===== src/ifp_pkg.sv =====
// package for the infix to postfix converter: token codes, status codes, priorities, states
`default_nettype none

package ifp_pkg;

    localparam int KIND_W = 3;
    localparam int OP_W   = 4;
    localparam int STAT_W = 2;
    localparam int PRIO_W = 6;

    // token kinds
    localparam logic [KIND_W-1:0] K_OPERAND      = 3'd0;
    localparam logic [KIND_W-1:0] K_OPEN_PAREN   = 3'd1;
    localparam logic [KIND_W-1:0] K_CLOSE_PAREN  = 3'd2;
    localparam logic [KIND_W-1:0] K_OPEN_SQUARE  = 3'd3;
    localparam logic [KIND_W-1:0] K_CLOSE_SQUARE = 3'd4;
    localparam logic [KIND_W-1:0] K_OPERATOR     = 3'd5;
    localparam logic [KIND_W-1:0] K_ARRAY        = 3'd6;
    localparam logic [KIND_W-1:0] K_FUNCTION     = 3'd7;

    // operator codes
    localparam logic [OP_W-1:0] OP_ADD  = 4'd0;
    localparam logic [OP_W-1:0] OP_SUB  = 4'd1;
    localparam logic [OP_W-1:0] OP_MUL  = 4'd2;
    localparam logic [OP_W-1:0] OP_DIV  = 4'd3;
    localparam logic [OP_W-1:0] OP_POW  = 4'd4;
    localparam logic [OP_W-1:0] OP_NEG  = 4'd5;
    localparam logic [OP_W-1:0] OP_FACT = 4'd6;
    localparam logic [OP_W-1:0] OP_MOD  = 4'd7;
    localparam logic [OP_W-1:0] OP_AND  = 4'd8;
    localparam logic [OP_W-1:0] OP_OR   = 4'd9;
    localparam logic [OP_W-1:0] OP_NOT  = 4'd10;
    localparam logic [OP_W-1:0] OP_NONE = 4'd0;

    // result status
    localparam logic [STAT_W-1:0] ST_OK        = 2'd0;
    localparam logic [STAT_W-1:0] ST_NO_OPENER = 2'd1;
    localparam logic [STAT_W-1:0] ST_OVERFLOW  = 2'd2;

    // priorities
    localparam logic [PRIO_W-1:0] PRIO_LOGIC = 6'd5;
    localparam logic [PRIO_W-1:0] PRIO_ADD   = 6'd10;
    localparam logic [PRIO_W-1:0] PRIO_MUL   = 6'd20;
    localparam logic [PRIO_W-1:0] PRIO_POW   = 6'd30;
    localparam logic [PRIO_W-1:0] PRIO_NOT   = 6'd40;
    localparam logic [PRIO_W-1:0] PRIO_NONE  = 6'd0;

    typedef enum logic [2:0] {
        S_IDLE,
        S_READ,
        S_EVAL,
        S_END,
        S_DONE
    } t_state;

    function automatic logic [PRIO_W-1:0] f_prio(input logic [OP_W-1:0] op);
        logic [PRIO_W-1:0] p;
        case (op)
            OP_ADD, OP_SUB, OP_NEG:  p = PRIO_ADD;
            OP_MUL, OP_DIV, OP_MOD:  p = PRIO_MUL;
            OP_POW, OP_FACT:         p = PRIO_POW;
            OP_AND, OP_OR:           p = PRIO_LOGIC;
            OP_NOT:                  p = PRIO_NOT;
            default:                 p = PRIO_NONE;
        endcase
        return p;
    endfunction

endpackage

`default_nettype wire


===== src/ifp_ram.sv =====
// generic single-write, single-read ram with registered read data
`default_nettype none

module ifp_ram #(
    parameter int WIDTH = 8,
    parameter int DEPTH = 16
) (
    input  wire logic                     i_clk,
    input  wire logic                     i_wr_en,
    input  wire logic [$clog2(DEPTH)-1:0] i_wr_addr,
    input  wire logic [WIDTH-1:0]         i_wr_data,
    input  wire logic                     i_rd_en,
    input  wire logic [$clog2(DEPTH)-1:0] i_rd_addr,
    output logic      [WIDTH-1:0]         o_rd_data
);

    logic [WIDTH-1:0] r_mem [DEPTH];

    always_ff @(posedge i_clk) begin
        if (i_wr_en) begin
            r_mem[i_wr_addr] <= i_wr_data;
        end
        if (i_rd_en) begin
            o_rd_data <= r_mem[i_rd_addr];
        end
    end

endmodule

`default_nettype wire


===== src/infix_to_postfix_converter.sv =====
// top level of the infix to postfix converter: sequencer, operator stack and output stage
`default_nettype none

// Shunting-yard converter. Classified tokens come in on the slave stream and leave in postfix
// order on the master stream. The operator stack lives in a one-port-read ram with registered
// read data, so every pop passes through S_READ, which reads the top, and S_EVAL, which judges
// and emits it. An opening bracket that fits is pushed at once; an operator, array or function
// name first pops what it displaces and is then pushed, or answered with an overflow word when
// the stack is full. A closing bracket pops down to its opener and drops it, and a flush
// empties the stack and ends with an end marker; a stalled master side holds the sequencer.
// Counts of open round and square brackets on the stack are kept in registers, so a closing
// bracket with no opener is spotted at once and answered with a status word. The last word
// caused by a token carries tlast; one pending word is held back until it is known whether
// more follow. The output register lets the next token in while the previous result still
// waits.
module infix_to_postfix_converter import ifp_pkg::*; #(
    parameter int STACK_DEPTH = 32,
    parameter int TAG_WIDTH   = 16
) (
    input  wire logic                                     i_clk,
    input  wire logic                                     i_rst_n,
    // slave side
    input  wire logic                                     i_s_axis_tvalid,
    output logic                                          o_s_axis_tready,
    // tdata from bit 0: in_op, in_tag, zero fill
    input  wire logic [((OP_W+TAG_WIDTH+7)/8)*8-1:0]      i_s_axis_tdata,
    // tuser: in_kind
    input  wire logic [KIND_W-1:0]                        i_s_axis_tuser,
    // tlast: flush
    input  wire logic                                     i_s_axis_tlast,
    // master side
    output logic                                          o_m_axis_tvalid,
    input  wire logic                                     i_m_axis_tready,
    // tdata from bit 0: out_op, out_tag, zero fill
    output logic      [((OP_W+TAG_WIDTH+7)/8)*8-1:0]      o_m_axis_tdata,
    // tuser from bit 0: out_kind, end_marker, status
    output logic      [KIND_W+STAT_W:0]                   o_m_axis_tuser,
    // tlast: last_in_run
    output logic                                          o_m_axis_tlast
);

    localparam int DW = ((OP_W + TAG_WIDTH + 7) / 8) * 8;
    localparam int EW = KIND_W + OP_W + TAG_WIDTH;     // stack entry: tag, op, kind
    localparam int AW = $clog2(STACK_DEPTH);
    localparam int CW = $clog2(STACK_DEPTH + 1);
    localparam logic [CW-1:0] FULL = CW'(STACK_DEPTH);
    localparam logic [CW-1:0] ONE  = CW'(1);

    // sequencer state and stack bookkeeping
    t_state r_state, n_state;
    logic [CW-1:0] r_count, n_count;
    logic [CW-1:0] r_paren, n_paren;           // open round brackets on the stack
    logic [CW-1:0] r_square, n_square;         // open square brackets on the stack

    // token under work
    logic [KIND_W-1:0]    r_kind, n_kind;
    logic [OP_W-1:0]      r_op, n_op;
    logic [TAG_WIDTH-1:0] r_tag, n_tag;
    logic                 r_flush, n_flush;

    // pending word, held until we know whether it is the last of its run
    logic                 r_pend_valid, n_pend_valid;
    logic [KIND_W-1:0]    r_pend_kind, n_pend_kind;
    logic [OP_W-1:0]      r_pend_op, n_pend_op;
    logic [TAG_WIDTH-1:0] r_pend_tag, n_pend_tag;
    logic                 r_pend_endm, n_pend_endm;
    logic [STAT_W-1:0]    r_pend_stat, n_pend_stat;

    // output register
    logic                 r_out_valid, n_out_valid;
    logic [KIND_W-1:0]    r_out_kind, n_out_kind;
    logic [OP_W-1:0]      r_out_op, n_out_op;
    logic [TAG_WIDTH-1:0] r_out_tag, n_out_tag;
    logic                 r_out_last, n_out_last;
    logic                 r_out_endm, n_out_endm;
    logic [STAT_W-1:0]    r_out_stat, n_out_stat;

    // stack ram port
    logic          ram_wr_en, ram_rd_en;
    logic [AW-1:0] ram_wr_addr, ram_rd_addr;
    logic [EW-1:0] ram_wr_data, ram_rd_data;

    // decoded input word and stack top
    logic [KIND_W-1:0]    in_kind;
    logic [OP_W-1:0]      in_op;
    logic [TAG_WIDTH-1:0] in_tag;
    logic [KIND_W-1:0]    top_kind;
    logic [OP_W-1:0]      top_op;
    logic [TAG_WIDTH-1:0] top_tag;
    logic [CW-1:0]        count_m1;
    logic [KIND_W-1:0]    opener;
    logic [OP_W-1:0]      stored_op;
    logic                 out_free, pend_room, top_pop;

    assign in_kind  = i_s_axis_tuser;
    assign in_op    = i_s_axis_tdata[OP_W-1:0];
    assign in_tag   = i_s_axis_tdata[OP_W+TAG_WIDTH-1:OP_W];
    assign top_kind = ram_rd_data[KIND_W-1:0];
    assign top_op   = ram_rd_data[KIND_W+OP_W-1:KIND_W];
    assign top_tag  = ram_rd_data[EW-1:KIND_W+OP_W];
    assign count_m1 = r_count - ONE;
    assign opener   = (r_kind == K_CLOSE_PAREN) ? K_OPEN_PAREN : K_OPEN_SQUARE;
    // only operators keep their code on the stack
    assign stored_op = (r_kind == K_OPERATOR) ? r_op : OP_NONE;

    // the output register can take a word this cycle
    assign out_free  = !r_out_valid || i_m_axis_tready;
    // the pending slot can take a new word (its old word moves on)
    assign pend_room = !r_pend_valid || out_free;

    // pop rule for the entry on top of the stack
    always_comb begin
        top_pop = 1'b0;
        if (r_flush) begin
            top_pop = 1'b1;
        end else begin
            case (r_kind)
                K_CLOSE_PAREN, K_CLOSE_SQUARE: begin
                    top_pop = (top_kind != opener);
                end
                K_OPERATOR: begin
                    top_pop = ((top_kind == K_OPERATOR) && (f_prio(r_op) <= f_prio(top_op)))
                              || (top_kind == K_FUNCTION) || (top_kind == K_ARRAY);
                end
                K_ARRAY, K_FUNCTION: begin
                    top_pop = (top_kind == r_kind);
                end
                default: begin
                    top_pop = 1'b0;
                end
            endcase
        end
    end

    always_ff @(posedge i_clk) begin
        if (!i_rst_n) begin
            r_state      <= S_IDLE;
            r_count      <= '0;
            r_paren      <= '0;
            r_square     <= '0;
            r_pend_valid <= 1'b0;
            r_out_valid  <= 1'b0;
        end else begin
            r_state      <= n_state;
            r_count      <= n_count;
            r_paren      <= n_paren;
            r_square     <= n_square;
            r_pend_valid <= n_pend_valid;
            r_out_valid  <= n_out_valid;
        end
    end

    always_ff @(posedge i_clk) begin
        r_kind      <= n_kind;
        r_op        <= n_op;
        r_tag       <= n_tag;
        r_flush     <= n_flush;
        r_pend_kind <= n_pend_kind;
        r_pend_op   <= n_pend_op;
        r_pend_tag  <= n_pend_tag;
        r_pend_endm <= n_pend_endm;
        r_pend_stat <= n_pend_stat;
        r_out_kind  <= n_out_kind;
        r_out_op    <= n_out_op;
        r_out_tag   <= n_out_tag;
        r_out_last  <= n_out_last;
        r_out_endm  <= n_out_endm;
        r_out_stat  <= n_out_stat;
    end

    always_comb begin
        n_state      = r_state;
        n_count      = r_count;
        n_paren      = r_paren;
        n_square     = r_square;
        n_kind       = r_kind;
        n_op         = r_op;
        n_tag        = r_tag;
        n_flush      = r_flush;
        n_pend_valid = r_pend_valid;
        n_pend_kind  = r_pend_kind;
        n_pend_op    = r_pend_op;
        n_pend_tag   = r_pend_tag;
        n_pend_endm  = r_pend_endm;
        n_pend_stat  = r_pend_stat;
        n_out_valid  = r_out_valid && !i_m_axis_tready;
        n_out_kind   = r_out_kind;
        n_out_op     = r_out_op;
        n_out_tag    = r_out_tag;
        n_out_last   = r_out_last;
        n_out_endm   = r_out_endm;
        n_out_stat   = r_out_stat;
        ram_wr_en    = 1'b0;
        ram_wr_addr  = r_count[AW-1:0];
        ram_wr_data  = {r_tag, stored_op, r_kind};
        ram_rd_en    = 1'b0;
        ram_rd_addr  = count_m1[AW-1:0];
        // nothing is taken while reset is held
        o_s_axis_tready = (r_state == S_IDLE) && i_rst_n;

        case (r_state)
            S_IDLE: begin
                if (i_s_axis_tvalid) begin
                    n_kind  = in_kind;
                    n_op    = in_op;
                    n_tag   = in_tag;
                    n_flush = i_s_axis_tlast;
                    if (i_s_axis_tlast) begin
                        n_state = S_READ;
                    end else begin
                        case (in_kind)
                            K_OPERAND: begin
                                n_pend_valid = 1'b1;
                                n_pend_kind  = K_OPERAND;
                                n_pend_op    = OP_NONE;
                                n_pend_tag   = in_tag;
                                n_pend_endm  = 1'b0;
                                n_pend_stat  = ST_OK;
                                n_state      = S_DONE;
                            end
                            K_OPEN_PAREN, K_OPEN_SQUARE: begin
                                if (r_count == FULL) begin
                                    n_pend_valid = 1'b1;
                                    n_pend_kind  = in_kind;
                                    n_pend_op    = OP_NONE;
                                    n_pend_tag   = in_tag;
                                    n_pend_endm  = 1'b0;
                                    n_pend_stat  = ST_OVERFLOW;
                                    n_state      = S_DONE;
                                end else begin
                                    // push straight away, nothing to emit
                                    ram_wr_en   = 1'b1;
                                    ram_wr_data = {in_tag, OP_NONE, in_kind};
                                    n_count     = r_count + ONE;
                                    if (in_kind == K_OPEN_PAREN) begin
                                        n_paren = r_paren + ONE;
                                    end else begin
                                        n_square = r_square + ONE;
                                    end
                                end
                            end
                            K_CLOSE_PAREN, K_CLOSE_SQUARE: begin
                                if (((in_kind == K_CLOSE_PAREN) && (r_paren == '0)) ||
                                    ((in_kind == K_CLOSE_SQUARE) && (r_square == '0))) begin
                                    n_pend_valid = 1'b1;
                                    n_pend_kind  = in_kind;
                                    n_pend_op    = OP_NONE;
                                    n_pend_tag   = in_tag;
                                    n_pend_endm  = 1'b0;
                                    n_pend_stat  = ST_NO_OPENER;
                                    n_state      = S_DONE;
                                end else begin
                                    n_state = S_READ;
                                end
                            end
                            default: begin
                                n_state = S_READ;
                            end
                        endcase
                    end
                end
            end

            S_READ: begin
                if (r_count == '0) begin
                    n_state = S_END;
                end else begin
                    ram_rd_en = 1'b1;
                    n_state   = S_EVAL;
                end
            end

            S_EVAL: begin
                if (!r_flush && ((r_kind == K_CLOSE_PAREN) || (r_kind == K_CLOSE_SQUARE))
                    && !top_pop) begin
                    // matching opener on top: drop it and finish
                    n_count = count_m1;
                    if (opener == K_OPEN_PAREN) begin
                        n_paren = r_paren - ONE;
                    end else begin
                        n_square = r_square - ONE;
                    end
                    n_state = r_pend_valid ? S_DONE : S_IDLE;
                end else if (top_pop) begin
                    if (pend_room) begin
                        if (r_pend_valid) begin
                            n_out_valid = 1'b1;
                            n_out_kind  = r_pend_kind;
                            n_out_op    = r_pend_op;
                            n_out_tag   = r_pend_tag;
                            n_out_last  = 1'b0;
                            n_out_endm  = r_pend_endm;
                            n_out_stat  = r_pend_stat;
                        end
                        n_pend_valid = 1'b1;
                        n_pend_kind  = top_kind;
                        n_pend_op    = top_op;
                        n_pend_tag   = top_tag;
                        n_pend_endm  = 1'b0;
                        n_pend_stat  = ST_OK;
                        n_count      = count_m1;
                        if (top_kind == K_OPEN_PAREN) begin
                            n_paren = r_paren - ONE;
                        end
                        if (top_kind == K_OPEN_SQUARE) begin
                            n_square = r_square - ONE;
                        end
                        n_state = S_READ;
                    end
                end else begin
                    n_state = S_END;
                end
            end

            S_END: begin
                if (r_flush || (r_count == FULL)) begin
                    // end marker, or overflow word for a push that found no room
                    if (pend_room) begin
                        if (r_pend_valid) begin
                            n_out_valid = 1'b1;
                            n_out_kind  = r_pend_kind;
                            n_out_op    = r_pend_op;
                            n_out_tag   = r_pend_tag;
                            n_out_last  = 1'b0;
                            n_out_endm  = r_pend_endm;
                            n_out_stat  = r_pend_stat;
                        end
                        n_pend_valid = 1'b1;
                        if (r_flush) begin
                            n_pend_kind = K_OPERAND;
                            n_pend_op   = OP_NONE;
                            n_pend_tag  = '0;
                            n_pend_endm = 1'b1;
                            n_pend_stat = ST_OK;
                        end else begin
                            n_pend_kind = r_kind;
                            n_pend_op   = stored_op;
                            n_pend_tag  = r_tag;
                            n_pend_endm = 1'b0;
                            n_pend_stat = ST_OVERFLOW;
                        end
                        n_state = S_DONE;
                    end
                end else begin
                    // operator, array or function name goes on the stack
                    ram_wr_en = 1'b1;
                    n_count   = r_count + ONE;
                    n_state   = r_pend_valid ? S_DONE : S_IDLE;
                end
            end

            S_DONE: begin
                if (out_free) begin
                    n_out_valid  = 1'b1;
                    n_out_kind   = r_pend_kind;
                    n_out_op     = r_pend_op;
                    n_out_tag    = r_pend_tag;
                    n_out_last   = 1'b1;
                    n_out_endm   = r_pend_endm;
                    n_out_stat   = r_pend_stat;
                    n_pend_valid = 1'b0;
                    n_state      = S_IDLE;
                end
            end

            default: begin
                n_state = S_IDLE;
            end
        endcase
    end

    ifp_ram #(
        .WIDTH (EW),
        .DEPTH (STACK_DEPTH)
    ) u_stack (
        .i_clk     (i_clk),
        .i_wr_en   (ram_wr_en),
        .i_wr_addr (ram_wr_addr),
        .i_wr_data (ram_wr_data),
        .i_rd_en   (ram_rd_en),
        .i_rd_addr (ram_rd_addr),
        .o_rd_data (ram_rd_data)
    );

    assign o_m_axis_tvalid = r_out_valid;
    assign o_m_axis_tdata  = DW'({r_out_tag, r_out_op});
    assign o_m_axis_tuser  = {r_out_stat, r_out_endm, r_out_kind};
    assign o_m_axis_tlast  = r_out_last;

    // stack never holds more than its depth
    a_count_range: assert property (@(posedge i_clk) disable iff (!i_rst_n)
        r_count <= FULL)
        else $error("stack count beyond depth");

    // bracket counts cannot exceed the stack fill
    a_bracket_cnt: assert property (@(posedge i_clk) disable iff (!i_rst_n)
        ({1'b0, r_paren} + {1'b0, r_square}) <= {1'b0, r_count})
        else $error("bracket counts exceed stack fill");

    // a new token is only taken once the previous run has left the pending slot
    a_ready_pend: assert property (@(posedge i_clk) disable iff (!i_rst_n)
        o_s_axis_tready |-> !r_pend_valid)
        else $error("token taken while a word is still pending");

    // the end marker always closes its run
    a_endm_last: assert property (@(posedge i_clk) disable iff (!i_rst_n)
        (r_out_valid && r_out_endm) |-> r_out_last)
        else $error("end marker without tlast");

endmodule

`default_nettype wire


===== config.mk =====
export PLATFORM = sky130hd
export DESIGN_NAME = infix_to_postfix_converter
export DESIGN_NICKNAME = d
export VERILOG_FILES = /design/src/ifp_pkg.sv /design/src/ifp_ram.sv /design/src/infix_to_postfix_converter.sv
export SDC_FILE = /design/constraint.sdc
export NUM_CORES = 1
export LEC_CHECK = 0
export ABC_AREA = 1
export BUFFER_PORTS_ARGS = -buffer_cell sky130_fd_sc_hd__buf_4
export CAP_MARGIN = 20
export CORE_MARGIN = 1
export CORE_UTILIZATION = 55
export CTS_CLUSTER_DIAMETER = 120
export CTS_CLUSTER_SIZE = 10
export DETAILED_ROUTE_END_ITERATION = 10
export PLACE_DENSITY_LB_ADDON = 0.08
export SLEW_MARGIN = 20
export SYNTH_ARGS = -nofsm -noshare
export SYNTH_HDL_FRONTEND = slang
export SYNTH_SLANG_ARGS = --single-unit

===== constraint.sdc =====
create_clock -name i_clk -period 5.78 [get_ports i_clk]
set_input_delay 0.867 -clock i_clk [delete_from_list [all_inputs] [get_ports i_clk]]
set_output_delay 0.867 -clock i_clk [all_outputs]
set_load 0.05 [all_outputs]

Word-level counts from Yosys, hierarchy flattened
Memory sizes are Yosys's and may differ from the RTL's. A register that Yosys moved wholly into a read port is not among the register bits.
Cells that the tools add are included.
{"block": "totals", "mem_bits_rw": 736, "romBits": 192, "n_memories": 3, "out_inout_bits": 33, "regBits": 100, "word_cells": 307}
{"block": "classes", "magnitude_cmp": 1, "n_reduce_logical": 40, "eq_ne": 47, "n_addsub": 6, "muxes": 189}
{"memory": "u_stack.r_mem", "words": 32, "word_bits": 23, "rd": 1, "rd_ports_with_merged_regs": 1, "wr": 1, "line_no": "ifp_ram.sv:17", "rtl": "logic [WIDTH-1:0] r_mem [DEPTH];"}
{"memory": "(name not given)", "words": 16, "word_bits": 6, "rd": 1, "rd_ports_with_merged_regs": 1, "wr": 0, "line_no": "ifp_pkg.sv:58", "rtl": "case (op)"}
{"memory": "(name not given)", "words": 16, "word_bits": 6, "rd": 1, "rd_ports_with_merged_regs": 0, "wr": 0, "line_no": "ifp_pkg.sv:58"}
{"cell": "2-to-1 mux 16 bit", "n": 16}
{"cell": "2-to-1 mux 6 bit", "n": 32}
{"cell": "one-hot mux 16 bit (3 select lines)", "n": 3}
{"cell": "2-to-1 mux 23 bit", "n": 5}
{"cell": "2-to-1 mux 3 bit", "n": 27}
{"cell": "2-to-1 mux 4 bit", "n": 18}
{"cell": "2-to-1 mux 1 bit", "n": 48}
{"cell": "one-hot mux 3 bit (3 select lines)", "n": 4}
{"cell": "one-hot mux 4 bit (3 select lines)", "n": 3}
{"cell": "2-to-1 mux 2 bit", "n": 17}
{"cell": "AND reduction 10 bit", "n": 3}
{"cell": "equality test 3 bit (second input constant)", "n": 9}
{"cell": "inequality test 3 bit (second input constant)", "n": 9}
{"cell": "one-hot mux 6 bit (2 select lines)", "n": 2}
{"cell": "inequality test 2 bit (second input constant)", "n": 11}
{"cell": "one-hot mux 1 bit (3 select lines)", "n": 7}
{"cell": "adder 6 x 1 -> 6 bit (second input constant)", "n": 3}
{"cell": "equality test 3 x 2 -> 1 bit (second input constant)", "n": 6}
{"cell": "logical NOT 6 bit", "n": 3}
{"cell": "one-hot mux 2 bit (3 select lines)", "n": 3}
{"cell": "one-hot mux 6 bit (3 select lines)", "n": 1}
{"cell": "subtractor 6 x 1 -> 6 bit (second input constant)", "n": 3}
{"cell": "one-hot mux 3 bit (5 select lines)", "n": 1}
{"cell": "AND reduction 11 bit", "n": 1}
{"cell": "22 further kinds", "n": 48}

Longest topological paths before layout
Gate-level depths: netlist (run 1).
{"block": "logic_depth", "depth_word": 13, "depth_mapped": 21, "mapped_depth_nobuf": 21}

Modules after synthesis
A second synthesis (run 1) with hierarchy kept.
{"block": "hier_totals", "cells_unflattened": 3181, "area_unflattened_um2": 36165.9}
{"module": "ifp_ram", "n_inst": 1, "seq_area_each_um2": 22791.9, "cells_each": 2555, "area_each_um2": 30610.6}
{"module": "infix_to_postfix_converter", "n_inst": 1, "seq_area_each_um2": 2892.8, "cells_each": 626, "area_each_um2": 5555.3}

Worst setup path before layout (run 1)
OpenSTA, ideal clock, no wires.
{"block": "synth_path", "kind": "register to register", "start": "register r_count[0]", "end": "register r_pend_endm, enable pin", "stages_incl_launch_ff": 12, "arrival_time_ps": 3762, "path_buffers": 3, "slack_ps": 1569, "period_less_slack_ps": 4211, "cell_sequence": "dfxtp_1 buf_2 inv_1 buf_2 buf_1 ha_1 nand3_1 nand2_1 a21oi_1 nor2_1 nand2_1 a211oi_1"}
{"block": "synth_between", "elab_chain_cells": 4, "word_cells_on_any_way": 5}
{"item": "start: declaration", "line_no": "infix_to_postfix_converter.sv:51", "rtl": "logic [CW-1:0] r_count, n_count;"}
{"item": "start signal: assignment", "line_no": "infix_to_postfix_converter.sv:145", "rtl": "r_count <= n_count;"}
{"item": "equality test 6 bit *", "line_no": "infix_to_postfix_converter.sv:222, infix_to_postfix_converter.sv:316"}
{"item": "logical OR 1 bit", "line_no": "infix_to_postfix_converter.sv:316", "rtl": "if (r_flush || (r_count == FULL)) begin"}
{"item": "inequality test 2 bit (no source line)"}
{"item": "AND reduction 11 bit (no source line) *"}
{"item": "end signal: assignment", "line_no": "infix_to_postfix_converter.sv:161", "rtl": "r_pend_endm <= n_pend_endm;"}
{"item": "end: declaration", "line_no": "infix_to_postfix_converter.sv:66", "rtl": "logic r_pend_endm, n_pend_endm;"}
Every way passes the cells marked *; elsewhere a longest branch is shown, timed or not.
A chain may end at the register's enable or synchronous reset.

Final worst setup path (run 1)
{"block": "layout_path", "start": "register r_state[1]", "end": "memory u_stack.r_mem[4][5] (netlist name), enable pin"}
{"block": "layout_between", "elab_chain_cells": 4, "word_cells_on_any_way": 5}
{"item": "start: declaration", "line_no": "infix_to_postfix_converter.sv:50", "rtl": "t_state r_state, n_state;"}
{"item": "start signal: assignment", "line_no": "infix_to_postfix_converter.sv:144", "rtl": "r_state <= n_state;"}
{"item": "equality test 3 x 2 -> 1 bit / logical NOT 3 bit (equally long branches)", "line_no": "infix_to_postfix_converter.sv:201", "rtl": "case (r_state)"}
{"item": "one-hot mux 1 bit (2 select lines) *", "line_no": "infix_to_postfix_converter.sv:201"}
{"item": "2-to-1 mux 1 bit *", "line_no": "ifp_ram.sv:20", "rtl": "if (i_wr_en) begin"}
{"item": "2-to-1 mux 1 bit (not written as such) *", "line_no": "ifp_ram.sv:21", "rtl": "r_mem[i_wr_addr] <= i_wr_data;"}
{"item": "end: declaration", "line_no": "ifp_ram.sv:17"}
Marks and branches as above.

==> results of run 1 <==
path summary, 6_finish.rpt:
| kind | to | startpoint | depth (start not counted) |
|---|---|---|---|
| max | u_stack.r_mem[4][5] | r_state[1] | 11 |
| min | r_op[0] | i_s_axis_tdata[0] | 1 |
| max reg2reg | u_stack.r_mem[4][5] | r_state[1] | 11 |
| min reg2reg | r_out_tag[13] | r_pend_tag[13] | 0 |
sequential cells by signal, summed over array words and instances, names as in the netlist, 2 cells and up, named ones only:
register	cells
u_stack.r_mem	736
u_stack.o_rd_data	23
r_out_tag	16
r_pend_tag	16
r_tag	16
r_count	6
r_paren	6
r_square	6
r_op	4
r_out_op	4
r_pend_op	4
r_kind	3
r_out_kind	3
r_pend_kind	3
r_state	3
r_out_stat	2
r_pend_stat	2
worst max-delay path: stages, from the launching register on:
cell and delay [ns]:
sky130_fd_sc_hd__dfxtp_1 0.41, sky130_fd_sc_hd__inv_2 0.05, sky130_fd_sc_hd__nor2_2 0.26, sky130_fd_sc_hd__inv_2 0.29, sky130_fd_sc_hd__nor2_1 0.21, sky130_fd_sc_hd__inv_1 0.10
sky130_fd_sc_hd__nor2_4 0.47, sky130_fd_sc_hd__nand2_1 0.24, sky130_fd_sc_hd__nand2_1 0.25, sky130_fd_sc_hd__nand2_1 0.40, sky130_fd_sc_hd__nor2_2 0.78, sky130_fd_sc_hd__buf_4 0.40
metrics by stage:
step | power (mW) | instances | worst slack [ns]
2_1_floorplan | 13.3 | 2590 | 1.57
3_3_place_gp | 15.8 | 3386 | 1.71
3_5_place_dp | 16.0 | 3386 | 1.63
4_1_cts | 21.3 | 3525 | 1.61
5_1_grt | 22.2 | 3526 | 1.42
6_report | 21.2 | 3526 | 1.58
kinds of logic (layout without fill, tap and decap cells):
group	after synthesis	after routing	share of synthesized area
other cells	1	4	0.000107
xor+xnor	19	19	0.00496
fa+ha+maj	21	21	0.00792
simple gates	792	792	0.0934
flops	865	865	0.732
buf+inv	238	328	0.0287
compound gates	551	551	0.104
mux	100	100	0.0285
routing by layer:
metal,GRT usage,up-vias
li1,-,9791
met4,0.0954,2
met2,0.432,855
met3,0.0449,168
met1,0.389,10900
met5,0,-
final cells by class:
type	instances	area, um2
Clock inverter	3	36.3
Clock buffer	136	2620
Sequential cell	865	25700
Timing Repair Buffer	117	898
Inverter	72	282
Fill cell	4765	23900
Tap cell	846	1060
Multi-Input combinational cell	1487	8650
layout by cell type, fill, tap and decap left out, drive strengths merged, types with 72 or more instances in the layout:
cell	netlist	routed
edfxtp	836	836
nor2	513	513
o21ai	249	249
nand2	175	175
clkbuf	94	136
buf	72	117
mux2i	100	100
o221ai	100	100
o32ai	86	86
nand3	78	78
inv	70	72
where the power goes:
group | total, mW | internal (mW) | switching (mW)
sequential | 7.92 | 7.73 | 0.185
combinational | 7.94 | 2.29 | 5.65
clock | 5.35 | 3.09 | 2.26
total | 21.2 | 13.1 | 8.10
==> results.py, run 1 <==
metrics = {
    "critical_path": {
        "path_class": "reg2reg",
        "critical_path.max_fanout": 22,
        "r2r_setup_slack_ns": 1.58,
        "start_kind": "register",
        "crit_path_end_kind": "register",
        "crit_arrival_ns": 4.51,
        "cp_data_required_time_ns": 6.09,
    },
    "routing": {
        "routed-wl-met2_mm": 41.1,
        "detail-route-antenna-nets": 0,
        "drtIter0Drc": 2197,
        "route.final.wire_length_mm": 87.8,
        "met3_wirelength_mm": 6.22,
        "via_per_inst": 6.15,
        "wl_per_cell_um": 24.9,
        "top_signal_layer_used": "met5",
        "drt_first_pass_iters": 5,
        "total_drc_errors_in_the_routed_layout": 0,
        "met1Wirelength_mm": 37.9,
        "via_count": 21700,
    },
    "logic_synthesis": {
        "proportion_of_synthesized_flip_flops_having_asynchronous_set_or_reset": 0,
        "post_synth_most_frequent_cells": "836 x sky130_fd_sc_hd__edfxtp_1, 502 x sky130_fd_sc_hd__nor2_1, 221 x sky130_fd_sc_hd__o21ai_0, 171 x sky130_fd_sc_hd__nand2_1",
        "ys_top_cells_by_area": "sky130_fd_sc_hd__edfxtp_1 72%, sky130_fd_sc_hd__nor2_1 5.4%, sky130_fd_sc_hd__o21ai_0 3.2%",
        "synth_top_cell_area_share": 0.716,
        "cells_after_synthesis": 2587,
        "postSynthAreaPerCell_um2": 13.6,
        "netlist.top_cell.by_area": "sky130_fd_sc_hd__edfxtp_1",
        "synth_seq_cells": 865,
        "synth_seq_area_share": 0.732,
        "synth-edff-count": 836,
        "synth_cell_types": 51,
        "synthFlopType": "sky130_fd_sc_hd__edfxtp_1",
        "synthMostInstantiatedCell": "sky130_fd_sc_hd__edfxtp_1",
        "synthesis.area_um2": 35100,
        "ys_warn_count": 0,
    },
    "die": {
        "row_count": 92,
        "floorplan.die_area_um2": 64800,
        "floorplan.die.height_um": 255,
        "horizontal_die_dimension_um": 255,
        "effective_utilization_at_floorplan": 0.556,
        "ios": 65,
        "core_region_area_um2": 63100,
    },
    "sta": {
        "worst_slew_pin_slew_ns": 1.13,
        "min_period_ns": 4.20,
        "final_setup_violation_count": 0,
        "fin_worst_hold_slack_ns": 0.413,
        "worst_clock_skew_ns": 0.0260,
        "final_max_slew_viol_count": 0,
        "setup_tns_ns": 0,
        "slew-limit-headroom": 0.242,
        "fmax_ghz": 0.238,
        "finalHoldViolCount": 0,
        "rsz0062_at_grt": "false",
        "period_share": 0.727,
    },
    "cts": {
        "cts-resized-gates": 0,
        "clock_tree_from_tritoncts": "yes",
        "numCtsBuffers": 96,
        "clock_insertion_delay_worst_skew_ns": 0.64,
        "clkSinkCount": 865,
        "post-cts-setup-buffers": 0,
        "worst_setup_hold_path_clk_slew_ns": 0.06,
        "postCtsHoldBufs": 0,
        "cts.htree.levels": 3,
        "cts.path.max_buffers": 3,
        "clock-root-buffer": "sky130_fd_sc_hd__clkbuf_16",
    },
    "finish": {
        "n_antenna_cell": 0,
        "final_layout_size_suffix_gt1_frac": 0.116,
        "layout-area-overhead-vs-synth_pct": 11.9,
        "finish.utilization": 0.622,
        "finalInstanceArea_um2": 39200,
        "num-nets-final": 2692,
    },
    "placed_design": {
        "final_wtd_congestion": 0.911,
        "placedInstanceArea_um2": 36500,
        "buffer_ports.inserted": 56,
        "dp_hpwl_mm": 49.5,
    },
    "power": {
        "vdd_ir_drop_max_mv": 0.338,
        "leakage_power_nw": 12.8,
        "power.density_cell_area_nw_per_um2": 541,
    },
    "grt": {
        "globalRouteTotalUtil": 0.274,
        "antenna_found_initial": 1,
        "grt_start_max_net_pins": 97,
        "first_global_vias": 20800,
        "grt_first_pass_wirelength_mm": 129,
        "globalRoute.totalOverflow": 0,
    },
    "run_status": {
        "status": "complete, no violations",
    },
    "job": {
        "cap_viol_max_count": 0,
    },
    "min_path": {
        "min-delay-path-class": "in2reg",
    },
}
(Power assumes the default switching activity.)
==> inputs of run 2 (changes only) <==
==> constraint.sdc (replaced) <==
create_clock -name i_clk -period 3.81 [get_ports i_clk]
set_input_delay 0.5715 -clock i_clk [delete_from_list [all_inputs] [get_ports i_clk]]
set_output_delay 0.5715 -clock i_clk [all_outputs]
set_load 0.05 [all_outputs]
==> run 2 against run 1 <==
  * Worst setup slack worse by 0.97 ns
  * Wire length is 2.4% lower
  * Largest power group unchanged
  * Die area unchanged
  * Clock skew down 0.0012 ns
  * Combinational power increased by 56%
  * Worst hold slack lost 0.28 ns
  * Critical path type unchanged
  * Sequential share of layout area fell by 0.68 points
  * Critical endpoint is now u_stack.r_mem[29][4]
  * Sequential power increased by 52%
==> results.py, run 2 (synthesized netlist as in run 1, its figures left out) <==
metrics = {
    "critical_path": {
        "cpMostUsedCell": "sky130_fd_sc_hd__nand2_1",
        "start_kind": "register",
        "cp_data_required_time_ns": 4.07,
        "cp-endpoint": "u_stack.r_mem[29][4]",
        "timing.critical_path.slowest_cell_delay_ns": 0.44,
        "critical_path_top_delay_cell": "sky130_fd_sc_hd__nand2_1",
        "crit_arrival_ns": 3.46,
        "critical_path.cell_chain": "inv_2, nor2_2, inv_2, nor2_1, inv_1, nor2_4, nand2_1, nand2_1, nand2_1, nor2_4, buf_4",
        "critical_path.max_fanout": 23,
        "worst_reg2reg_path_length_in_cells": 11,
        "crit_path_end_kind": "register",
        "path_class": "reg2reg",
        "r2r_setup_slack_ns": 0.61,
        "timing.rr.end": "u_stack.r_mem[29][4]",
        "critical_path.startpoint": "r_state[1]",
        "worst_r2r_startpoint": "r_state[1]",
    },
    "sta": {
        "fmax_ghz": 0.313,
        "rsz0062_at_grt": "false",
        "setup_tns_ns": 0,
        "finalHoldViolCount": 0,
        "worst_slew_pin_slew_ns": 1.09,
        "min_period_ns": 3.20,
        "fin_worst_hold_slack_ns": 0.131,
        "slew-limit-headroom": 0.274,
        "period_share": 0.840,
        "final_setup_violation_count": 0,
        "final_max_slew_viol_count": 0,
        "worst_clock_skew_ns": 0.0248,
    },
    "grt": {
        "grt_first_pass_wirelength_mm": 127,
        "globalRoute.totalOverflow": 0,
        "busiest_layer": "met2",
        "grt_start_max_net_pins": 173,
        "antenna_found_initial": 2,
        "met1_routing_resource_usage_after_global_routing": 0.374,
        "grt_use_met3": 0.0396,
        "globalRouteTotalUtil": 0.266,
        "first_global_vias": 21000,
        "globalRouteMet2Util": 0.429,
    },
    "power": {
        "power.combinational.fraction": 0.384,
        "power.density_cell_area_nw_per_um2": 818,
        "totalPowerFinal_mw": 32.4,
        "leakage_power_nw": 13.1,
        "vdd_ir_drop_max_mv": 1.03,
        "internal_power_mw": 20.0,
        "power.share.switching": 0.382,
        "net-switching-power_mw": 12.4,
        "share_clk_of_total_power": 0.246,
        "share_seq_of_total_power": 0.370,
    },
    "cts": {
        "clock_tree_from_tritoncts": "yes",
        "worst_setup_hold_path_clk_slew_ns": 0.06,
        "clkSinkCount": 865,
        "clock-root-buffer": "sky130_fd_sc_hd__clkbuf_16",
        "postCtsHoldBufs": 0,
        "cts-resized-gates": 0,
        "post-cts-setup-buffers": 0,
        "cts.path.max_buffers": 3,
        "cts.htree.levels": 3,
        "numCtsBuffers": 96,
        "clock_insertion_delay_worst_skew_ns": 0.64,
    },
    "routing": {
        "detail-route-antenna-nets": 0,
        "total_drc_errors_in_the_routed_layout": 0,
        "wl_per_cell_um": 24.0,
        "drtIter0Drc": 2196,
        "via_count": 21800,
        "drt_first_pass_iters": 6,
        "via_per_inst": 6.10,
        "route.final.wire_length_mm": 85.7,
    },
    "finish": {
        "layout-area-overhead-vs-synth_pct": 13.0,
        "num-nets-final": 2742,
        "final_common_cell": "sky130_fd_sc_hd__edfxtp_1",
        "top_register": "u_stack.r_mem",
        "final_layout_size_suffix_gt1_frac": 0.129,
        "most_frequent_cells_in_the_layout": "836 x sky130_fd_sc_hd__edfxtp_1, 465 x sky130_fd_sc_hd__nor2_1, 220 x sky130_fd_sc_hd__o21ai_0",
        "reg_top3": "u_stack.r_mem x736, u_stack.o_rd_data x23",
        "finish.utilization": 0.628,
        "n_antenna_cell": 0,
        "number_of_flip_flops_under_the_largest_register_name": 736,
    },
    "placed_design": {
        "buffer_ports.inserted": 56,
        "final_wtd_congestion": 0.858,
        "dp_hpwl_mm": 49.2,
    },
    "job": {
        "cap_viol_max_count": 0,
    },
    "die": {
        "effective_utilization_at_floorplan": 0.556,
        "floorplan.die.height_um": 255,
        "horizontal_die_dimension_um": 255,
        "core_region_area_um2": 63100,
        "ios": 65,
        "row_count": 92,
        "floorplan.die_area_um2": 64800,
    },
    "min_path": {
        "min-delay-path-class": "in2reg",
    },
    "run_status": {
        "status": "complete, no violations",
    },
}
run 2: cell count changes in the layout (fill, tap and decap cells not counted):
| cell | before | now |
|---|---|---|
| sky130_fd_sc_hd__nor2_2 | 26 | 24 |
| sky130_fd_sc_hd__inv_16 | 1 | 0 |
| sky130_fd_sc_hd__buf_12 | 1 | 8 |
| sky130_fd_sc_hd__nor2_4 | 22 | 24 |
| sky130_fd_sc_hd__clkbuf_16 | 99 | 97 |
| sky130_fd_sc_hd__buf_8 | 1 | 0 |
| sky130_fd_sc_hd__nand2_2 | 10 | 3 |
| sky130_fd_sc_hd__clkinv_8 | 0 | 2 |
| sky130_fd_sc_hd__buf_4 | 115 | 159 |
| sky130_fd_sc_hd__nand2_1 | 164 | 171 |
run 2: worst min-delay path by stage:
stage,startpoint,to,cells after the start
2_1_floorplan,r_pend_endm,r_out_endm,0
3_3_place_gp,r_pend_tag[15],r_out_tag[15],0
3_5_place_dp,r_pend_op[2],r_out_op[2],0
4_1_cts,i_s_axis_tdata[13],r_tag[9],1
5_1_grt,i_s_axis_tdata[13],r_tag[9],1
6_report,i_s_axis_tdata[13],r_tag[9],1
run 2: power by group through the flow:
stage	registers, mW	logic, mW	clock network, mW
floorplan	12.2	7.93	0
global placement	12.2	12.2	0
detailed placement	12.2	12.4	0
CTS	12.0	12.5	8.11
global route	12.0	13.4	8.45
finish	12.0	12.4	7.98
run 2: through the flow:
| step | instance area [um2] | setup slack, ns | instances |
|---|---|---|---|
| floorplan | 35100 | 0.219 | 2590 |
| global placement | 37000 | 0.687 | 3437 |
| detailed placement | 37000 | 0.656 | 3437 |
| CTS | 39600 | 0.639 | 3575 |
| global route | 39600 | 0.440 | 3575 |
| finish | 39600 | 0.611 | 3575 |
run 2: routing by layer:
layer,vias up,share of wire
met5,-,0
met4,0,0.029
met3,157,0.069
met2,839,0.48
met1,10900,0.42
li1,9874,-
run 2: layout make-up:
type | instances | area (um2)
fill | 4791 | 23400
clock buffer | 134 | 2570
timing repair buffer | 167 | 1350
tap | 846 | 1060
inverter | 72 | 282
clock inverter | 4 | 48.8
sequential | 865 | 25700
multi-input combinational | 1487 | 8640
run 2: critical path, delay by kind of cell, from the launching register on:
family                 cells  cell delay, ns
and+or+nand+nor            7            1.52
DFF                        1            0.42
buffers and inverters      4            0.87
==> inputs of run 3 (changes only) <==
==> constraint.sdc (replaced) <==
create_clock -name i_clk -period 3.3 [get_ports i_clk]
set_input_delay 0.495 -clock i_clk [delete_from_list [all_inputs] [get_ports i_clk]]
set_output_delay 0.495 -clock i_clk [all_outputs]
set_load 0.05 [all_outputs]
==> run 3 against run 2 <==
  * Combinational power rose by 19%
  * Sequential share of layout area fell by 0.57 points
  * Non-clock buffer count rose by 14
  * Total power rose by 17%
  * Worst setup slack got worse by 0.35 ns
  * Register-to-register slack got worse by 0.35 ns
  * Highest routed layer unchanged
==> results.py, run 3 (synthesized netlist as in run 1, its figures left out) <==
metrics = {
    "power": {
        "power.density_cell_area_nw_per_um2": 945,
        "vdd_ir_drop_max_mv": 1.15,
        "leakage_power_nw": 13.2,
        "totalPowerFinal_mw": 37.8,
    },
    "sta": {
        "worst_slack_ns": 0.257,
        "fmax_ghz": 0.329,
        "worst_slew_pin_slew_ns": 0.918,
        "period_share": 0.922,
        "min_period_ns": 3.04,
        "fin_worst_hold_slack_ns": 0.0559,
        "worst_clock_skew_ns": 0.0226,
        "rsz0062_at_grt": "false",
        "final_max_slew_viol_count": 0,
        "slew-limit-headroom": 0.388,
        "finalHoldViolCount": 0,
        "final_setup_violation_count": 0,
    },
    "critical_path": {
        "worst_reg2reg_path_length_in_cells": 10,
        "critical_path.n_buffers_inverters": 3,
        "start_kind": "register",
        "crit_path_end_kind": "register",
        "critical_path.max_fanout": 26,
        "critical_path.cell_chain": "inv_1, ha_4, buf_12, buf_4, o21ai_0, o32ai_1, o21ai_0, o21ai_1, nor2_1, a31oi_1",
        "crit_arrival_ns": 3.43,
        "cpMostUsedCell": "sky130_fd_sc_hd__o21ai_0",
        "cp_data_required_time_ns": 3.69,
        "stages_on_the_worst_setup_path": 10,
        "critical_path_top_delay_cell": "sky130_fd_sc_hd__ha_4",
        "path_class": "reg2reg",
        "timing.critical_path.slowest_cell_delay_ns": 0.51,
        "critical-path-top-delay-family": "compound AO/OA/AOI/OAI gates",
    },
    "die": {
        "core_region_area_um2": 63100,
        "floorplan.die_area_um2": 64800,
        "effective_utilization_at_floorplan": 0.556,
        "horizontal_die_dimension_um": 255,
        "floorplan.die.height_um": 255,
        "ios": 65,
        "row_count": 92,
    },
    "routing": {
        "detail-route-antenna-nets": 0,
        "via_count": 21900,
        "route.final.wire_length_mm": 88.0,
        "via_per_inst": 6.12,
        "drt_first_pass_iters": 7,
        "wl_per_cell_um": 24.5,
        "total_drc_errors_in_the_routed_layout": 0,
        "drtIter0Drc": 2272,
    },
    "finish": {
        "layout-area-overhead-vs-synth_pct": 14.0,
        "num-fill-cells": 4764,
        "reg_top3": "u_stack.r_mem x736, u_stack.o_rd_data x23",
        "final_layout_size_suffix_gt1_frac": 0.134,
        "most_frequent_cells_in_the_layout": "836 x sky130_fd_sc_hd__edfxtp_1, 465 x sky130_fd_sc_hd__nor2_1, 220 x sky130_fd_sc_hd__o21ai_0",
        "n_antenna_cell": 0,
        "number_of_flip_flops_under_the_largest_register_name": 736,
        "finish.utilization": 0.634,
        "num-nets-final": 2756,
        "top_register": "u_stack.r_mem",
        "final_cell_count_no_fill": 3586,
        "final_common_cell": "sky130_fd_sc_hd__edfxtp_1",
    },
    "cts": {
        "clock_insertion_delay_worst_skew_ns": 0.63,
        "clock-root-buffer": "sky130_fd_sc_hd__clkbuf_16",
        "postCtsHoldBufs": 0,
        "worst_setup_hold_path_clk_slew_ns": 0.06,
        "cts.htree.levels": 3,
        "cts.path.max_buffers": 3,
        "numCtsBuffers": 96,
        "clkSinkCount": 865,
        "post-cts-setup-buffers": 0,
        "clock_tree_from_tritoncts": "yes",
        "cts-resized-gates": 0,
    },
    "placed_design": {
        "pre_cts_slack_ns": 0.243,
        "dp_hpwl_mm": 50.9,
        "placed_cell_count": 3451,
        "final_wtd_congestion": 0.873,
        "buffer_ports.inserted": 56,
    },
    "job": {
        "cap_viol_max_count": 0,
    },
    "min_path": {
        "min-delay-path-class": "in2reg",
        "worst_hold_path.num_cells": 1,
    },
    "grt": {
        "antenna_found_initial": 0,
        "globalRouteTotalUtil": 0.277,
        "globalRouteMet2Util": 0.456,
        "met1_routing_resource_usage_after_global_routing": 0.382,
        "grt_use_met3": 0.0373,
        "grt_start_max_net_pins": 161,
        "globalRoute.totalOverflow": 0,
        "busiest_layer": "met2",
        "first_global_vias": 21300,
        "grt_first_pass_wirelength_mm": 131,
    },
    "run_status": {
        "status": "complete, no violations",
    },
}
[run 3: layout make-up]
class	count	area (um2)	share of cell area
flip-flops and latches	865	25700	0.642
multi-input cells	1487	8640	0.216
clock buffers	131	2530	0.0634
repair buffers	181	1730	0.0434
well taps	846	1060	0.0265
inverters	72	282	0.00704
clock inverters	4	52.6	0.00131
[run 3: worst paths after layout]
| kind | endpoint | slack (ns) | startpoint |
|---|---|---|---|
| worst max-delay path | u_stack.o_rd_data[15] | 0.26 | r_count[1] |
| worst min-delay path | r_op[1] | 0.06 | i_s_axis_tdata[1] |
| worst max register to register | u_stack.o_rd_data[15] | 0.26 | r_count[1] |
| worst min register to register | r_out_tag[12] | 0.42 | r_pend_tag[12] |
[run 3: worst reg2reg max path: stages, from the launching register on]
cell and delay, ns:
sky130_fd_sc_hd__dfxtp_1 0.43, sky130_fd_sc_hd__inv_1 0.14, sky130_fd_sc_hd__ha_4 0.51, sky130_fd_sc_hd__buf_12 0.25, sky130_fd_sc_hd__buf_4 0.31, sky130_fd_sc_hd__o21ai_0 0.13, sky130_fd_sc_hd__o32ai_1 0.13, sky130_fd_sc_hd__o21ai_0 0.11
sky130_fd_sc_hd__o21ai_1 0.29, sky130_fd_sc_hd__nor2_1 0.12, sky130_fd_sc_hd__a31oi_1 0.37
[run 3: metrics by stage]
stage | area (um2) | setup TNS [ns]
2_1_floorplan | 35100 | -21.99
3_3_place_gp | 37400 | 0
3_5_place_dp | 37400 | 0
4_1_cts | 40000 | 0
5_1_grt | 40000 | 0
6_report | 40000 | 0
[run 3: power breakdown]
| part | switching, mW | internal [mW] |
|---|---|---|
| logic | 10.2 | 4.58 |
| clock network | 3.93 | 5.27 |
| registers | 0.328 | 13.5 |
[run 3: routing by layer]
metal	part of all wire	wire length, um	vias to the layer above
met5	0	0	-
met1	0.42	37000	11000
met2	0.49	43000	806
met3	0.063	5550	154
met4	0.028	2470	0
li1	-	-	9941
